### config.mk
export PLATFORM = sky130hd
export DESIGN_NAME = wall_texture_column_mapper
export DESIGN_NICKNAME = d
export VERILOG_FILES = /design/src/design/wtcm_pkg.sv /design/src/design/wtcm_mul.sv /design/src/design/wtcm_div.sv /design/src/design/wall_texture_column_mapper.sv
export SDC_FILE = /design/constraint.sdc
export NUM_CORES = 2
export LEC_CHECK = 0
export BUFFER_PORTS_ARGS = -buffer_cell sky130_fd_sc_hd__buf_4
export CAP_MARGIN = 20
export CORE_MARGIN = 1
export CORE_UTILIZATION = 60
export CTS_BUF_LIST = sky130_fd_sc_hd__clkbuf_8
export CTS_CLUSTER_DIAMETER = 120
export DETAILED_ROUTE_END_ITERATION = 8
export HOLD_SLACK_MARGIN = 0.1
export PLACE_DENSITY = 0.84
export SETUP_SLACK_MARGIN = 0.2
export SLEW_MARGIN = 20
export SYNTH_ARGS = -nofsm -noshare
export SYNTH_HDL_FRONTEND = slang
export SYNTH_SLANG_ARGS = --single-unit
### constraint.sdc
create_clock -name clk_i -period 21.4 [get_ports clk_i]
set_input_delay 4.28 -clock clk_i [delete_from_list [all_inputs] [get_ports clk_i]]
set_output_delay 4.28 -clock clk_i [all_outputs]
set_load 0.02 [all_outputs]
### src/design/wtcm_pkg.sv
// ----------------------------------------------------------------------------
// wtcm_pkg
// Shared types and constants of the wall texture column mapper: field widths,
// fixed point layout, register indexes, sequencer states and divider handshake.
// ----------------------------------------------------------------------------
package wtcm_pkg;

  // fixed point and coordinate layout
  localparam int unsigned FRAC_BITS    = 16;
  localparam int unsigned COORD_BITS   = 12;
  localparam int unsigned POS_BITS     = 40;
  localparam int unsigned TEX_LOG2_MAX = 10;
  localparam int unsigned TEX_COL_W    = 10;

  // step divider: dividend is 1 << (log2 + FRAC_BITS), at most 27 bits
  localparam int unsigned DIV_BITS  = TEX_LOG2_MAX + FRAC_BITS + 1;
  localparam int unsigned DIV_CNT_W = $clog2(DIV_BITS);
  localparam int unsigned STEP_W    = DIV_BITS;
  localparam int unsigned WH_W      = 16;

  // shared multiplier operand widths
  localparam int unsigned MUL_A_W = 25;
  localparam int unsigned MUL_B_W = 28;
  localparam int unsigned MUL_P_W = MUL_A_W + MUL_B_W;

  // stream widths
  localparam int unsigned S_TDATA_W = 168;
  localparam int unsigned M_TDATA_W = 80;
  localparam int unsigned CFG_IDX_W = 3;
  localparam int unsigned CFG_DATA_W = 16;

  // action codes carried in the slave tuser
  localparam logic ACT_COLUMN = 1'b0;
  localparam logic ACT_PIXEL  = 1'b1;

  // wall side codes
  localparam logic [1:0] SIDE_EAST  = 2'd0;
  localparam logic [1:0] SIDE_WEST  = 2'd1;
  localparam logic [1:0] SIDE_SOUTH = 2'd2;
  localparam logic [1:0] SIDE_NORTH = 2'd3;

  typedef enum logic [CFG_IDX_W-1:0] {
    CFG_TEX_SIZE_LOG2       = 3'd0,
    CFG_SCREEN_HEIGHT       = 3'd1,
    CFG_IMAGE_ROW_BYTES     = 3'd2,
    CFG_IMAGE_PIXEL_BYTES   = 3'd3,
    CFG_TEXTURE_ROW_BYTES   = 3'd4,
    CFG_TEXTURE_PIXEL_BYTES = 3'd5
  } cfg_idx_e;

  typedef enum logic [3:0] {
    ST_IDLE,
    ST_COL_MUL,
    ST_COL_FRAC,
    ST_COL_DIV,
    ST_COL_KMUL,
    ST_COL_POS,
    ST_PIX_ROW,
    ST_PIX_COL,
    ST_PIX_TROW,
    ST_PIX_TCOL,
    ST_PIX_SUM,
    ST_PIX_OUT
  } state_e;

  // divider request and status
  typedef struct packed {
    logic                 start;
    logic [DIV_CNT_W-1:0] shift;
  } div_req_t;

  typedef struct packed {
    logic busy;
    logic done;
  } div_stat_t;

  // texture size log2 clamped to the largest supported texture
  function automatic logic [3:0] tex_log2_sat(input logic [3:0] lg);
    logic [3:0] res;
    res = (lg > 4'(TEX_LOG2_MAX)) ? 4'(TEX_LOG2_MAX) : lg;
    return res;
  endfunction

endpackage

### src/design/wtcm_mul.sv
// ----------------------------------------------------------------------------
// wtcm_mul
// Shared signed multiplier with a registered product, reused by the sequencer
// for the hit offset, the start position and all byte offset terms.
// ----------------------------------------------------------------------------
module wtcm_mul (
  input  logic                                     clk_i,
  input  logic signed [wtcm_pkg::MUL_A_W-1:0]      a_i,
  input  logic signed [wtcm_pkg::MUL_B_W-1:0]      b_i,
  output logic signed [wtcm_pkg::MUL_P_W-1:0]      prod_o
);

  logic signed [wtcm_pkg::MUL_P_W-1:0] prod_q;
  logic signed [wtcm_pkg::MUL_P_W-1:0] prod_d;

  // full width signed product
  always_comb begin
    prod_d = a_i * b_i;
  end

  always_ff @(posedge clk_i) begin
    prod_q <= prod_d;
  end

  assign prod_o = prod_q;

endmodule

### src/design/wtcm_div.sv
// ----------------------------------------------------------------------------
// wtcm_div
// Restoring divider, one quotient bit per cycle, for the texture step:
// (1 << shift) divided by a 16-bit divisor.
// ----------------------------------------------------------------------------
module wtcm_div (
  input  logic                                  clk_i,
  input  logic                                  rst_ni,
  input  wtcm_pkg::div_req_t                    req_i,
  input  logic [wtcm_pkg::WH_W-1:0]             divisor_i,
  output wtcm_pkg::div_stat_t                   stat_o,
  output logic [wtcm_pkg::DIV_BITS-1:0]         quotient_o
);

  logic                              busy_q, busy_d;
  logic                              done_q, done_d;
  logic [wtcm_pkg::DIV_CNT_W-1:0]    cnt_q, cnt_d;
  logic [wtcm_pkg::DIV_CNT_W-1:0]    shift_q;
  logic [wtcm_pkg::WH_W-1:0]         divisor_q;
  logic [wtcm_pkg::WH_W-1:0]         rem_q, rem_d;
  logic [wtcm_pkg::DIV_BITS-1:0]     quo_q, quo_d;
  logic [wtcm_pkg::WH_W:0]           trial;
  logic [wtcm_pkg::WH_W:0]           diff;
  logic                              fits;

  // one restoring step: bring down the next dividend bit and try to subtract
  always_comb begin
    trial = {rem_q, (cnt_q == shift_q)};
    diff  = trial - {1'b0, divisor_q};
    fits  = (trial >= {1'b0, divisor_q});
    rem_d = fits ? diff[wtcm_pkg::WH_W-1:0] : trial[wtcm_pkg::WH_W-1:0];
    quo_d = {quo_q[wtcm_pkg::DIV_BITS-2:0], fits};
  end

  // iteration control
  always_comb begin
    busy_d = busy_q;
    done_d = 1'b0;
    cnt_d  = cnt_q;
    if (req_i.start) begin
      busy_d = 1'b1;
      cnt_d  = wtcm_pkg::DIV_CNT_W'(wtcm_pkg::DIV_BITS - 1);
    end else if (busy_q) begin
      cnt_d = cnt_q - 1'b1;
      if (cnt_q == '0) begin
        busy_d = 1'b0;
        done_d = 1'b1;
      end
    end
  end

  always_ff @(posedge clk_i or negedge rst_ni) begin
    if (!rst_ni) begin
      busy_q <= 1'b0;
      done_q <= 1'b0;
      cnt_q  <= '0;
    end else begin
      busy_q <= busy_d;
      done_q <= done_d;
      cnt_q  <= cnt_d;
    end
  end

  // operands and partial results
  always_ff @(posedge clk_i) begin
    if (req_i.start) begin
      shift_q   <= req_i.shift;
      divisor_q <= divisor_i;
      rem_q     <= '0;
      quo_q     <= '0;
    end else if (busy_q) begin
      rem_q <= rem_d;
      quo_q <= quo_d;
    end
  end

  assign stat_o.busy = busy_q;
  assign stat_o.done = done_q;
  assign quotient_o  = quo_q;

endmodule

### src/design/wall_texture_column_mapper.sv
// ----------------------------------------------------------------------------
// wall_texture_column_mapper
// Texture coordinate and byte offset generator for one raycaster wall column.
// ----------------------------------------------------------------------------
// Usage:
//   slave stream: tuser = action (0 loads a column descriptor, 1 is a pixel
//   tick), tdata = the column descriptor. Column beats give no output; a
//   pixel tick with a column loaded gives one master beat with the image and
//   texel byte offsets, tuser = texture select, tlast on the span's last row.
//   cfg channel: writes one register per beat (index, data), always ready;
//   write only while no item is in progress.
// Timing:
//   a column beat keeps tready low through the hit offset multiply and the
//   texel column, the wait on the bit-serial step divider (27 quotient bits
//   and its done flag) and the start position multiply, so no new beat is
//   taken until the column is loaded. A pixel tick raises tvalid after four
//   passes through the one shared multiplier plus the sums and a registered
//   output; a new tick is taken only once the last one is in the output
//   register. tready is high only while the sequencer is idle.
// Reset: control, configuration and column registers take their default values, no column is loaded.
// Stall: a finished beat waits in the output register; the block still takes
//   the next item, and a following tick waits at its last step for space.
// ----------------------------------------------------------------------------
module wall_texture_column_mapper (
  input  logic                                  clk_i,
  input  logic                                  rst_ni,
  // slave stream
  input  logic                                  s_axis_tvalid_i,
  output logic                                  s_axis_tready_o,
  // tdata: column[11:0], wall_side[13:12], pos_x[37:14], pos_y[61:38],
  // ray_x[79:62], ray_y[97:80], distance[121:98], span_top[133:122],
  // span_bottom[145:134], wall_height[161:146], zero pad[167:162]
  input  logic [wtcm_pkg::S_TDATA_W-1:0]        s_axis_tdata_i,
  // tuser: action[0]
  input  logic                                  s_axis_tuser_i,
  // master stream
  output logic                                  m_axis_tvalid_o,
  input  logic                                  m_axis_tready_i,
  // tdata: image_offset[31:0], texel_offset[63:32], pixel_row[75:64],
  // zero pad[79:76]
  output logic [wtcm_pkg::M_TDATA_W-1:0]        m_axis_tdata_o,
  // tuser: texture_select[1:0]
  output logic [1:0]                            m_axis_tuser_o,
  output logic                                  m_axis_tlast_o,
  // configuration write channel
  input  logic                                  cfg_valid_i,
  output logic                                  cfg_ready_o,
  input  logic [wtcm_pkg::CFG_IDX_W-1:0]        cfg_index_i,
  input  logic [wtcm_pkg::CFG_DATA_W-1:0]       cfg_data_i
);

  // configuration registers
  logic [3:0]  cfg_tex_log2_q;
  logic [11:0] cfg_screen_height_q;
  logic [15:0] cfg_image_row_bytes_q;
  logic [3:0]  cfg_image_pixel_bytes_q;
  logic [15:0] cfg_texture_row_bytes_q;
  logic [3:0]  cfg_texture_pixel_bytes_q;

  // sequencer and column state
  wtcm_pkg::state_e state_q, state_d;
  logic                                 active_q;
  logic [11:0]                          cur_column_q;
  logic [1:0]                           cur_side_q;
  logic [11:0]                          cur_row_q;
  logic [11:0]                          end_row_q;
  logic [wtcm_pkg::TEX_COL_W-1:0]       texel_col_q;
  logic [wtcm_pkg::STEP_W-1:0]          step_q;
  logic [wtcm_pkg::POS_BITS-1:0]        tex_pos_q;

  // column load temporaries
  logic [23:0]                          dist_q;
  logic [17:0]                          ray_q;
  logic [15:0]                          posf_q;
  logic [wtcm_pkg::WH_W-1:0]            wh_q;
  logic [17:0]                          k_q;
  logic                                 mirror_q;
  logic                                 span_ok_q;

  // pixel tick temporaries
  logic [wtcm_pkg::TEX_COL_W-1:0]       trow_q;
  logic [31:0]                          acc_q;
  logic [31:0]                          img_q;
  logic [31:0]                          tex_q;

  // output register
  logic                                 m_valid_q;
  logic [wtcm_pkg::M_TDATA_W-1:0]       m_data_q;
  logic [1:0]                           m_user_q;
  logic                                 m_last_q;

  // slave field views
  logic [11:0] in_column;
  logic [1:0]  in_side;
  logic [23:0] in_pos_x;
  logic [23:0] in_pos_y;
  logic [17:0] in_ray_x;
  logic [17:0] in_ray_y;
  logic [23:0] in_distance;
  logic [11:0] in_span_top;
  logic [11:0] in_span_bottom;
  logic [15:0] in_wall_height;

  assign in_column      = s_axis_tdata_i[11:0];
  assign in_side        = s_axis_tdata_i[13:12];
  assign in_pos_x       = s_axis_tdata_i[37:14];
  assign in_pos_y       = s_axis_tdata_i[61:38];
  assign in_ray_x       = s_axis_tdata_i[79:62];
  assign in_ray_y       = s_axis_tdata_i[97:80];
  assign in_distance    = s_axis_tdata_i[121:98];
  assign in_span_top    = s_axis_tdata_i[133:122];
  assign in_span_bottom = s_axis_tdata_i[145:134];
  assign in_wall_height = s_axis_tdata_i[161:146];

  logic s_accept;
  logic col_accept;
  logic pix_accept;
  logic out_free;
  logic out_load;

  assign s_axis_tready_o = (state_q == wtcm_pkg::ST_IDLE);
  assign s_accept        = s_axis_tvalid_i && s_axis_tready_o;
  assign col_accept      = s_accept && (s_axis_tuser_i == wtcm_pkg::ACT_COLUMN);
  assign pix_accept      = s_accept && (s_axis_tuser_i == wtcm_pkg::ACT_PIXEL) && active_q;
  assign out_free        = !m_valid_q || m_axis_tready_i;
  assign out_load        = (state_q == wtcm_pkg::ST_PIX_OUT) && out_free;
  assign cfg_ready_o     = 1'b1;

  // texture size terms from the current configuration
  logic [3:0]                     lg_eff;
  logic [wtcm_pkg::TEX_COL_W:0]   tsize;
  logic [wtcm_pkg::TEX_COL_W-1:0] tmask;

  always_comb begin
    lg_eff = wtcm_pkg::tex_log2_sat(cfg_tex_log2_q);
    tsize  = (wtcm_pkg::TEX_COL_W+1)'(1) << lg_eff;
    tmask  = wtcm_pkg::TEX_COL_W'(tsize - 1'b1);
  end

  // column descriptor precompute at accept
  logic        side_ew;
  logic        mirror_d;
  logic [17:0] k_d;

  always_comb begin
    side_ew  = (in_side == wtcm_pkg::SIDE_EAST) || (in_side == wtcm_pkg::SIDE_WEST);
    mirror_d = side_ew ? (!in_ray_x[17] && (in_ray_x != '0)) : in_ray_y[17];
    k_d      = {6'd0, in_span_top} - {7'd0, cfg_screen_height_q[11:1]}
             + {3'd0, in_wall_height[15:1]};
  end

  // shared multiplier operand select
  logic signed [wtcm_pkg::MUL_A_W-1:0] mul_a;
  logic signed [wtcm_pkg::MUL_B_W-1:0] mul_b;
  logic signed [wtcm_pkg::MUL_P_W-1:0] prod;

  always_comb begin
    mul_a = '0;
    mul_b = '0;
    case (state_q)
      wtcm_pkg::ST_COL_MUL: begin
        mul_a = {1'b0, dist_q};
        mul_b = {{10{ray_q[17]}}, ray_q};
      end
      wtcm_pkg::ST_COL_KMUL: begin
        mul_a = {{7{k_q[17]}}, k_q};
        mul_b = {1'b0, step_q};
      end
      wtcm_pkg::ST_PIX_ROW: begin
        mul_a = {13'd0, cur_row_q};
        mul_b = {12'd0, cfg_image_row_bytes_q};
      end
      wtcm_pkg::ST_PIX_COL: begin
        mul_a = {13'd0, cur_column_q};
        mul_b = {24'd0, cfg_image_pixel_bytes_q};
      end
      wtcm_pkg::ST_PIX_TROW: begin
        mul_a = {15'd0, trow_q};
        mul_b = {12'd0, cfg_texture_row_bytes_q};
      end
      wtcm_pkg::ST_PIX_TCOL: begin
        mul_a = {15'd0, texel_col_q};
        mul_b = {24'd0, cfg_texture_pixel_bytes_q};
      end
      default: begin
        mul_a = '0;
        mul_b = '0;
      end
    endcase
  end

  wtcm_mul u_mul (
    .clk_i  (clk_i),
    .a_i    (mul_a),
    .b_i    (mul_b),
    .prod_o (prod)
  );

  // step divider
  wtcm_pkg::div_req_t           div_req;
  wtcm_pkg::div_stat_t          div_stat;
  logic [wtcm_pkg::DIV_BITS-1:0] div_quo;

  always_comb begin
    div_req.start = (state_q == wtcm_pkg::ST_COL_FRAC);
    div_req.shift = wtcm_pkg::DIV_CNT_W'({1'b0, lg_eff} + 5'(wtcm_pkg::FRAC_BITS));
  end

  wtcm_div u_div (
    .clk_i      (clk_i),
    .rst_ni     (rst_ni),
    .req_i      (div_req),
    .divisor_i  (wh_q),
    .stat_o     (div_stat),
    .quotient_o (div_quo)
  );

  // texel column from the hit fraction, mirrored by side and ray sign
  logic [15:0]                    frac;
  logic [15:0]                    frac_sh;
  logic [wtcm_pkg::TEX_COL_W-1:0] col_raw;
  logic [wtcm_pkg::TEX_COL_W-1:0] col_fin;

  always_comb begin
    frac    = posf_q + prod[31:16];
    frac_sh = frac >> (5'(wtcm_pkg::FRAC_BITS) - {1'b0, lg_eff});
    col_raw = frac_sh[wtcm_pkg::TEX_COL_W-1:0];
    col_fin = mirror_q ? (~col_raw & tmask) : col_raw;
  end

  // texel row: integer part truncated toward zero, masked to the texture
  logic [wtcm_pkg::POS_BITS-1:0]                      pos_neg;
  logic [wtcm_pkg::POS_BITS-wtcm_pkg::FRAC_BITS-1:0]  ipart;
  logic [wtcm_pkg::POS_BITS-wtcm_pkg::FRAC_BITS-1:0]  ipart_neg;
  logic [wtcm_pkg::TEX_COL_W-1:0]                     trow_d;

  always_comb begin
    pos_neg   = -tex_pos_q;
    ipart     = pos_neg[wtcm_pkg::POS_BITS-1:wtcm_pkg::FRAC_BITS];
    ipart_neg = -ipart;
    trow_d    = tex_pos_q[wtcm_pkg::POS_BITS-1]
              ? (ipart_neg[wtcm_pkg::TEX_COL_W-1:0] & tmask)
              : (tex_pos_q[wtcm_pkg::FRAC_BITS +: wtcm_pkg::TEX_COL_W] & tmask);
  end

  // next state
  always_comb begin
    state_d = state_q;
    case (state_q)
      wtcm_pkg::ST_IDLE: begin
        if (col_accept) begin
          state_d = wtcm_pkg::ST_COL_MUL;
        end else if (pix_accept) begin
          state_d = wtcm_pkg::ST_PIX_ROW;
        end
      end
      wtcm_pkg::ST_COL_MUL:  state_d = wtcm_pkg::ST_COL_FRAC;
      wtcm_pkg::ST_COL_FRAC: state_d = wtcm_pkg::ST_COL_DIV;
      wtcm_pkg::ST_COL_DIV: begin
        if (div_stat.done) begin
          state_d = wtcm_pkg::ST_COL_KMUL;
        end
      end
      wtcm_pkg::ST_COL_KMUL: state_d = wtcm_pkg::ST_COL_POS;
      wtcm_pkg::ST_COL_POS:  state_d = wtcm_pkg::ST_IDLE;
      wtcm_pkg::ST_PIX_ROW:  state_d = wtcm_pkg::ST_PIX_COL;
      wtcm_pkg::ST_PIX_COL:  state_d = wtcm_pkg::ST_PIX_TROW;
      wtcm_pkg::ST_PIX_TROW: state_d = wtcm_pkg::ST_PIX_TCOL;
      wtcm_pkg::ST_PIX_TCOL: state_d = wtcm_pkg::ST_PIX_SUM;
      wtcm_pkg::ST_PIX_SUM:  state_d = wtcm_pkg::ST_PIX_OUT;
      wtcm_pkg::ST_PIX_OUT: begin
        if (out_free) begin
          state_d = wtcm_pkg::ST_IDLE;
        end
      end
      default: state_d = wtcm_pkg::ST_IDLE;
    endcase
  end

  // control state, configuration and column state
  always_ff @(posedge clk_i or negedge rst_ni) begin
    if (!rst_ni) begin
      state_q                   <= wtcm_pkg::ST_IDLE;
      cfg_tex_log2_q            <= 4'd6;
      cfg_screen_height_q       <= 12'd480;
      cfg_image_row_bytes_q     <= 16'd2560;
      cfg_image_pixel_bytes_q   <= 4'd4;
      cfg_texture_row_bytes_q   <= 16'd256;
      cfg_texture_pixel_bytes_q <= 4'd4;
      active_q                  <= 1'b0;
      cur_column_q              <= '0;
      cur_side_q                <= '0;
      cur_row_q                 <= '0;
      end_row_q                 <= '0;
      texel_col_q               <= '0;
      step_q                    <= '0;
      tex_pos_q                 <= '0;
      m_valid_q                 <= 1'b0;
    end else begin
      state_q <= state_d;

      // register writes
      if (cfg_valid_i) begin
        case (cfg_index_i)
          wtcm_pkg::CFG_TEX_SIZE_LOG2:       cfg_tex_log2_q <= cfg_data_i[3:0];
          wtcm_pkg::CFG_SCREEN_HEIGHT:       cfg_screen_height_q <= cfg_data_i[11:0];
          wtcm_pkg::CFG_IMAGE_ROW_BYTES:     cfg_image_row_bytes_q <= cfg_data_i;
          wtcm_pkg::CFG_IMAGE_PIXEL_BYTES:   cfg_image_pixel_bytes_q <= cfg_data_i[3:0];
          wtcm_pkg::CFG_TEXTURE_ROW_BYTES:   cfg_texture_row_bytes_q <= cfg_data_i;
          wtcm_pkg::CFG_TEXTURE_PIXEL_BYTES: cfg_texture_pixel_bytes_q <= cfg_data_i[3:0];
          default: ;
        endcase
      end

      // column descriptor beat
      if (col_accept) begin
        active_q     <= 1'b0;
        cur_column_q <= in_column;
        cur_side_q   <= in_side;
        cur_row_q    <= in_span_top;
        end_row_q    <= in_span_bottom;
      end

      if (state_q == wtcm_pkg::ST_COL_FRAC) begin
        texel_col_q <= col_fin;
      end

      if ((state_q == wtcm_pkg::ST_COL_DIV) && div_stat.done) begin
        step_q <= div_quo;
      end

      if (state_q == wtcm_pkg::ST_COL_POS) begin
        tex_pos_q <= prod[wtcm_pkg::POS_BITS-1:0];
        active_q  <= span_ok_q;
      end

      // pixel beat retires: advance the row
      if (out_load) begin
        tex_pos_q <= tex_pos_q + {{(wtcm_pkg::POS_BITS-wtcm_pkg::STEP_W){1'b0}}, step_q};
        if (cur_row_q == end_row_q) begin
          active_q <= 1'b0;
        end else begin
          cur_row_q <= cur_row_q + 1'b1;
        end
      end

      // output valid
      if (out_load) begin
        m_valid_q <= 1'b1;
      end else if (m_axis_tready_i) begin
        m_valid_q <= 1'b0;
      end
    end
  end

  // datapath temporaries and output payload
  always_ff @(posedge clk_i) begin
    if (col_accept) begin
      dist_q    <= in_distance;
      ray_q     <= side_ew ? in_ray_y : in_ray_x;
      posf_q    <= side_ew ? in_pos_y[15:0] : in_pos_x[15:0];
      wh_q      <= (in_wall_height == '0) ? 16'd1 : in_wall_height;
      k_q       <= k_d;
      mirror_q  <= mirror_d;
      span_ok_q <= (in_span_top <= in_span_bottom);
    end

    if (state_q == wtcm_pkg::ST_PIX_ROW) begin
      trow_q <= trow_d;
    end
    if (state_q == wtcm_pkg::ST_PIX_COL) begin
      acc_q <= prod[31:0];
    end
    if (state_q == wtcm_pkg::ST_PIX_TROW) begin
      img_q <= acc_q + prod[31:0];
    end
    if (state_q == wtcm_pkg::ST_PIX_TCOL) begin
      acc_q <= prod[31:0];
    end
    if (state_q == wtcm_pkg::ST_PIX_SUM) begin
      tex_q <= acc_q + prod[31:0];
    end

    if (out_load) begin
      m_data_q <= {4'd0, cur_row_q, tex_q, img_q};
      m_user_q <= cur_side_q;
      m_last_q <= (cur_row_q == end_row_q);
    end
  end

  assign m_axis_tvalid_o = m_valid_q;
  assign m_axis_tdata_o  = m_data_q;
  assign m_axis_tuser_o  = m_user_q;
  assign m_axis_tlast_o  = m_last_q;

`ifndef SYNTHESIS
  // a column beat keeps the slave side closed on the next cycle
  a_col_blocks: assert property (@(posedge clk_i) disable iff (!rst_ni)
    col_accept |=> !s_axis_tready_o)
    else $error("column beat did not close the slave side");

  // the divider only finishes while the sequencer waits for it
  a_div_done_wait: assert property (@(posedge clk_i) disable iff (!rst_ni)
    div_stat.done |-> (state_q == wtcm_pkg::ST_COL_DIV))
    else $error("divider finished outside the step wait");

  // a finished pixel lands in the output register and the sequencer returns
  a_out_load: assert property (@(posedge clk_i) disable iff (!rst_ni)
    out_load |=> (m_axis_tvalid_o && (state_q == wtcm_pkg::ST_IDLE)))
    else $error("pixel beat not presented after its last step");

  // no pixel can be generated while a column is loading
  a_inactive_load: assert property (@(posedge clk_i) disable iff (!rst_ni)
    (state_q == wtcm_pkg::ST_COL_MUL) |-> !active_q)
    else $error("column still active during load");
`endif

endmodule
==> out/summary.md <==
* completed — run status
* 3.446 mW — power dissipated by switching net loads
* 66.44% — post-route core utilization
* 2 — antenna violations before repair
* 0.03995 ns — post-route clock skew
* 52,400 um^2 — final standard cell area without fillers
* img_q[0]$_DFFE_PN_ — startpoint of the tightest hold check path
* 49,760 um — M1 wire length
* 564 — Yosys reg bits
* 0 — Max-cap violations
* 27.56% — Relative slew margins
* 6,083 — Post-Layout Cell Count
* 32.45% — async set-or-reset flop fraction in the synthesized netlist
* state_q[3]$_DFFE_PN0P_ — RR Startpoint
* 279 — # IOs
* 14,120 um — sum of met3 wire segment lengths after detailed routing
* reg -> reg — class of the tightest hold or removal check
* 5,984 — fin nets
* 33.55% — global-route total usage across every layer
* 284.0 um — height of the chip
* 60.49% — initial cell density of the core
* no — unrepaired setup endpoints after global routing
* 3.562 mW — Int Power
* 564 — count of clock tree sinks
* 36,770 — Via Count
* flop — kind of end point of the critical path
* reg -> reg — Worst Path Class, Setup
* 80,650 um^2 — die area
* sky130_fd_sc_hd__inv_1 — leading cell type in the layout, fill and taps excluded
* 284.0 um — Horiz. Die Dim
* 107 — post-synthesis cell type count
* 102,500 um — detailed placement HPWL
* sky130_fd_sc_hd__fa_1 — top cell type by total area after synthesis
* 0.1022 GHz — f_max
* 6 — number of detailed-routing iterations run before antenna repair
* sky130_fd_sc_hd__fa_1 (24%), sky130_fd_sc_hd__edfxtp_1 (19%), sky130_fd_sc_hd__dfrtp_1 (9.0%) — top post-synthesis cells by area
* sky130_fd_sc_hd__clkbuf_8 — CTS Root Cell
* 45.71% — ratio of final minimum period to clock period
* 1.003 — RePlAce Congestion
* 45 — maximum net fanout on the critical path
* 103 — cell row count
* 9.781 ns — Tmin final
* 78,870 um^2 — Core Area
* 12.54% — share of layout cells above drive strength 1
* done — clock tree from TritonCTS
* 0 — post-route DRC violation count
* 5,915 — placed cells
* 47,710 um^2 — cell area after synthesis
* sky130_fd_sc_hd__fa_1 — cell occurring most often along the worst timing path
* sky130_fd_sc_hd__inv_1 (726), sky130_fd_sc_hd__nand2_1 (609), sky130_fd_sc_hd__fa_1 (562), sky130_fd_sc_hd__nor2_1 (451), sky130_fd_sc_hd__buf_4 (306) — highest-count cells in the layout ignoring fill and taps
* 0 — worst hold path stage count
* 0 — final setup violation count
* 9.832% — growth of design area from synthesis to finish
* 120 — maximum number of pins on one net before global-route repair
* m_axis_tdata_o[0]$_DFFE_PP_ — Hold Crit Endpoint
* 0 — post-CTS sizing
* 23.58% — area share of the largest cell type after synthesis
* 0 — total overflow reported by the global router
* met5 — top routing layer in use
* 0 — remaining number of nets flagged by the antenna check after routing
* 0 — hold buffer count at CTS
* 31.87% — portion of the post-synthesis area used by sequential elements
* 62,020 um — met2 routed wirelength
* 133.7 nW/um^2 — power density cells
* 37,630 — vias in the first global route
* 1.087 ns — Worst Tran Pin Value
* 251 — number of port buffers
* sky130_fd_sc_hd__dfrtp_1 — cell with the biggest individual delay on the critical path
* flop — startpoint type of the worst setup path
* 0.69 ns — insertion delay of the later-clocked pin in the worst-skew pair
* 0 ns — Total Neg Setup Slack
* 4,759 — gate count after technology mapping
* 6.045 — vias per inst
* 3 — maximum clock path buffer count
* 88 — TritonCTS Buffers
* 134,100 um — Post-Route WL
* 62.4% — logic gate share of total power
* 0.09 ns — CTS clock-pin slew for the worst setup and hold paths
* u_mul.prod_o[39]$_DFF_P_ — end of the worst register-to-register path
* 102.1 uV — worst voltage drop across the vdd grid
* 0 — final hold viol count
* 11.62 ns — worst reg-to-reg setup slack
* 12.9% — portion of total power attributed to the clock network
* 298 — count of flip-flops with a built-in enable after synthesis
* 10.03 um^2 — average cell area after synthesis
* 0 — final number of max-transition violations
* 24.7% — Sequential Power Share
* 50,590 um^2 — area post-placement
* 3,911 — Starting DRT DRC Count
* 3 — number of H-tree levels
* 49.18% — net switching share of the total power
* 0 — total of warnings raised by yosys
* 30 — depth of the worst register-to-register path
* 0 — Setup Buffers After CTS
* 22.00 ns — critical path required time
* 22.04 um — per-cell routed wire length
* 208,200 um — global-route wire length before repair
* 10.38 ns — arrival time reported for the critical path endpoint
* 23.85 nW — static leakage
* 0.3882 ns — worst hold slack after final layout
* 0.70 ns — Crit path largest cell delay
* sky130_fd_sc_hd__edfxtp_1 — main flop type after synthesis
power groups by stage:
stage | Sequential [mW] | Clock, mW | Combinational, mW
after floorplan | 1.62 | 0 | 3.08
after global placement | 1.73 | 0 | 4.09
after detailed placement | 1.74 | 0 | 4.25
after CTS | 1.72 | 0.912 | 4.29
after global routing | 1.75 | 0.962 | 4.79
final | 1.73 | 0.905 | 4.37
sequential cells by signal (all words and copies together) (netlist names), 10 cells and up:
| name | count |
|---|---|
| k_q | 17 |
| m_axis_tdata_o | 76 |
| tex_q | 32 |
| u_div.rem_q | 16 |
| cfg_screen_height_q | 11 |
| wh_q | 16 |
| cur_row_q | 12 |
| cfg_image_row_bytes_q | 16 |
| acc_q | 32 |
| trow_q | 10 |
| u_div.divisor_q | 16 |
| u_div.quotient_o | 27 |
| img_q | 32 |
| posf_q | 16 |
| ray_q | 18 |
| end_row_q | 12 |
| u_mul.prod_o | 40 |
| texel_col_q | 10 |
| dist_q | 24 |
| tex_pos_q | 40 |
| step_q | 27 |
| cfg_texture_row_bytes_q | 16 |
| cur_column_q | 12 |
synthesized netlist by cell type (all sizes together), types with 9 or more instances:
library cell  number
a211oi            34
a21boi             9
a21o              53
a21oi            176
a221oi             9
a22oi             79
a31oi             27
and2              39
and3              33
buf               39
clkbuf           164
dfrtp            172
dfstp             11
dfxtp             83
edfxtp           298
fa               562
ha               272
inv              690
mux2             111
mux2i             56
nand2            611
nand2b            34
nand3             50
nand4             20
nor2             457
nor2b             22
nor3              52
nor4              17
o211ai            18
o21a              21
o21ai            155
o21bai            18
o22ai             12
o311ai            11
o31ai             14
or2                9
or3               15
xnor2            135
xor2              54
worst max path at each step:
stage	from	to	slack [ns]
after global routing	state_q[3]$_DFFE_PN0P_	u_mul.prod_o[39]$_DFF_P_	11.19
after global placement	state_q[3]$_DFFE_PN0P_	u_mul.prod_o[39]$_DFF_P_	11.95
after floorplan	state_q[2]$_DFFE_PN0P_	u_mul.prod_o[39]$_DFF_P_	12.60
after CTS	state_q[3]$_DFFE_PN0P_	u_mul.prod_o[39]$_DFF_P_	11.82
after detailed placement	state_q[3]$_DFFE_PN0P_	u_mul.prod_o[39]$_DFF_P_	11.87
final	state_q[3]$_DFFE_PN0P_	u_mul.prod_o[39]$_DFF_P_	11.62
layout make-up:
| class | count | area [um^2] |
|---|---|---|
| repair buffers | 309 | 2366 |
| diodes | 2 | 5.005 |
| flip-flops and latches | 564 | 15200 |
| inverters | 692 | 2603 |
| clock buffers | 102 | 1404 |
| well taps | 1050 | 1314 |
| clock inverters | 62 | 349.1 |
| fillers | 5880 | 26470 |
| multi-input cells | 3302 | 29160 |
kinds of logic after synthesis:
logic type                 synth area share [%]
buffers and inverters                     7.256
AOI/OAI and AO/OA                         10.10
other                                   0.01574
DFF                                       31.87
and+or+nand+nor                           12.59
adders and majority gates                 30.71
xor gates and xnor gates                  3.470
muxes                                     3.984
metal layers:
layer  GRT usage, %  up-vias
met3          6.744      469
met4          17.28        2
met5              0        -
met1          43.00    18200
met2          54.19     2051
li1               -    16050
per-stage QoR:
step / power [mW] / worst slack (ns)
2_1_floorplan: 4.700 / 12.60
3_3_place_gp: 5.816 / 11.95
3_5_place_dp: 5.990 / 11.87
4_1_cts: 6.922 / 11.82
5_1_grt: 7.504 / 11.19
6_report: 7.008 / 11.62
worst max-delay path, delay by kind of cell, from the launching register on:
kind	cells	cell delay (ns)
DFF	1	0.70
buffers and inverters	7	1.24
adders and majority gates	8	3.82
and+or+nand+nor	5	1.45
xor gates and xnor gates	1	0.16
AOI/OAI and AO/OA	9	2.24
Power figures use the tool's default switching activity.
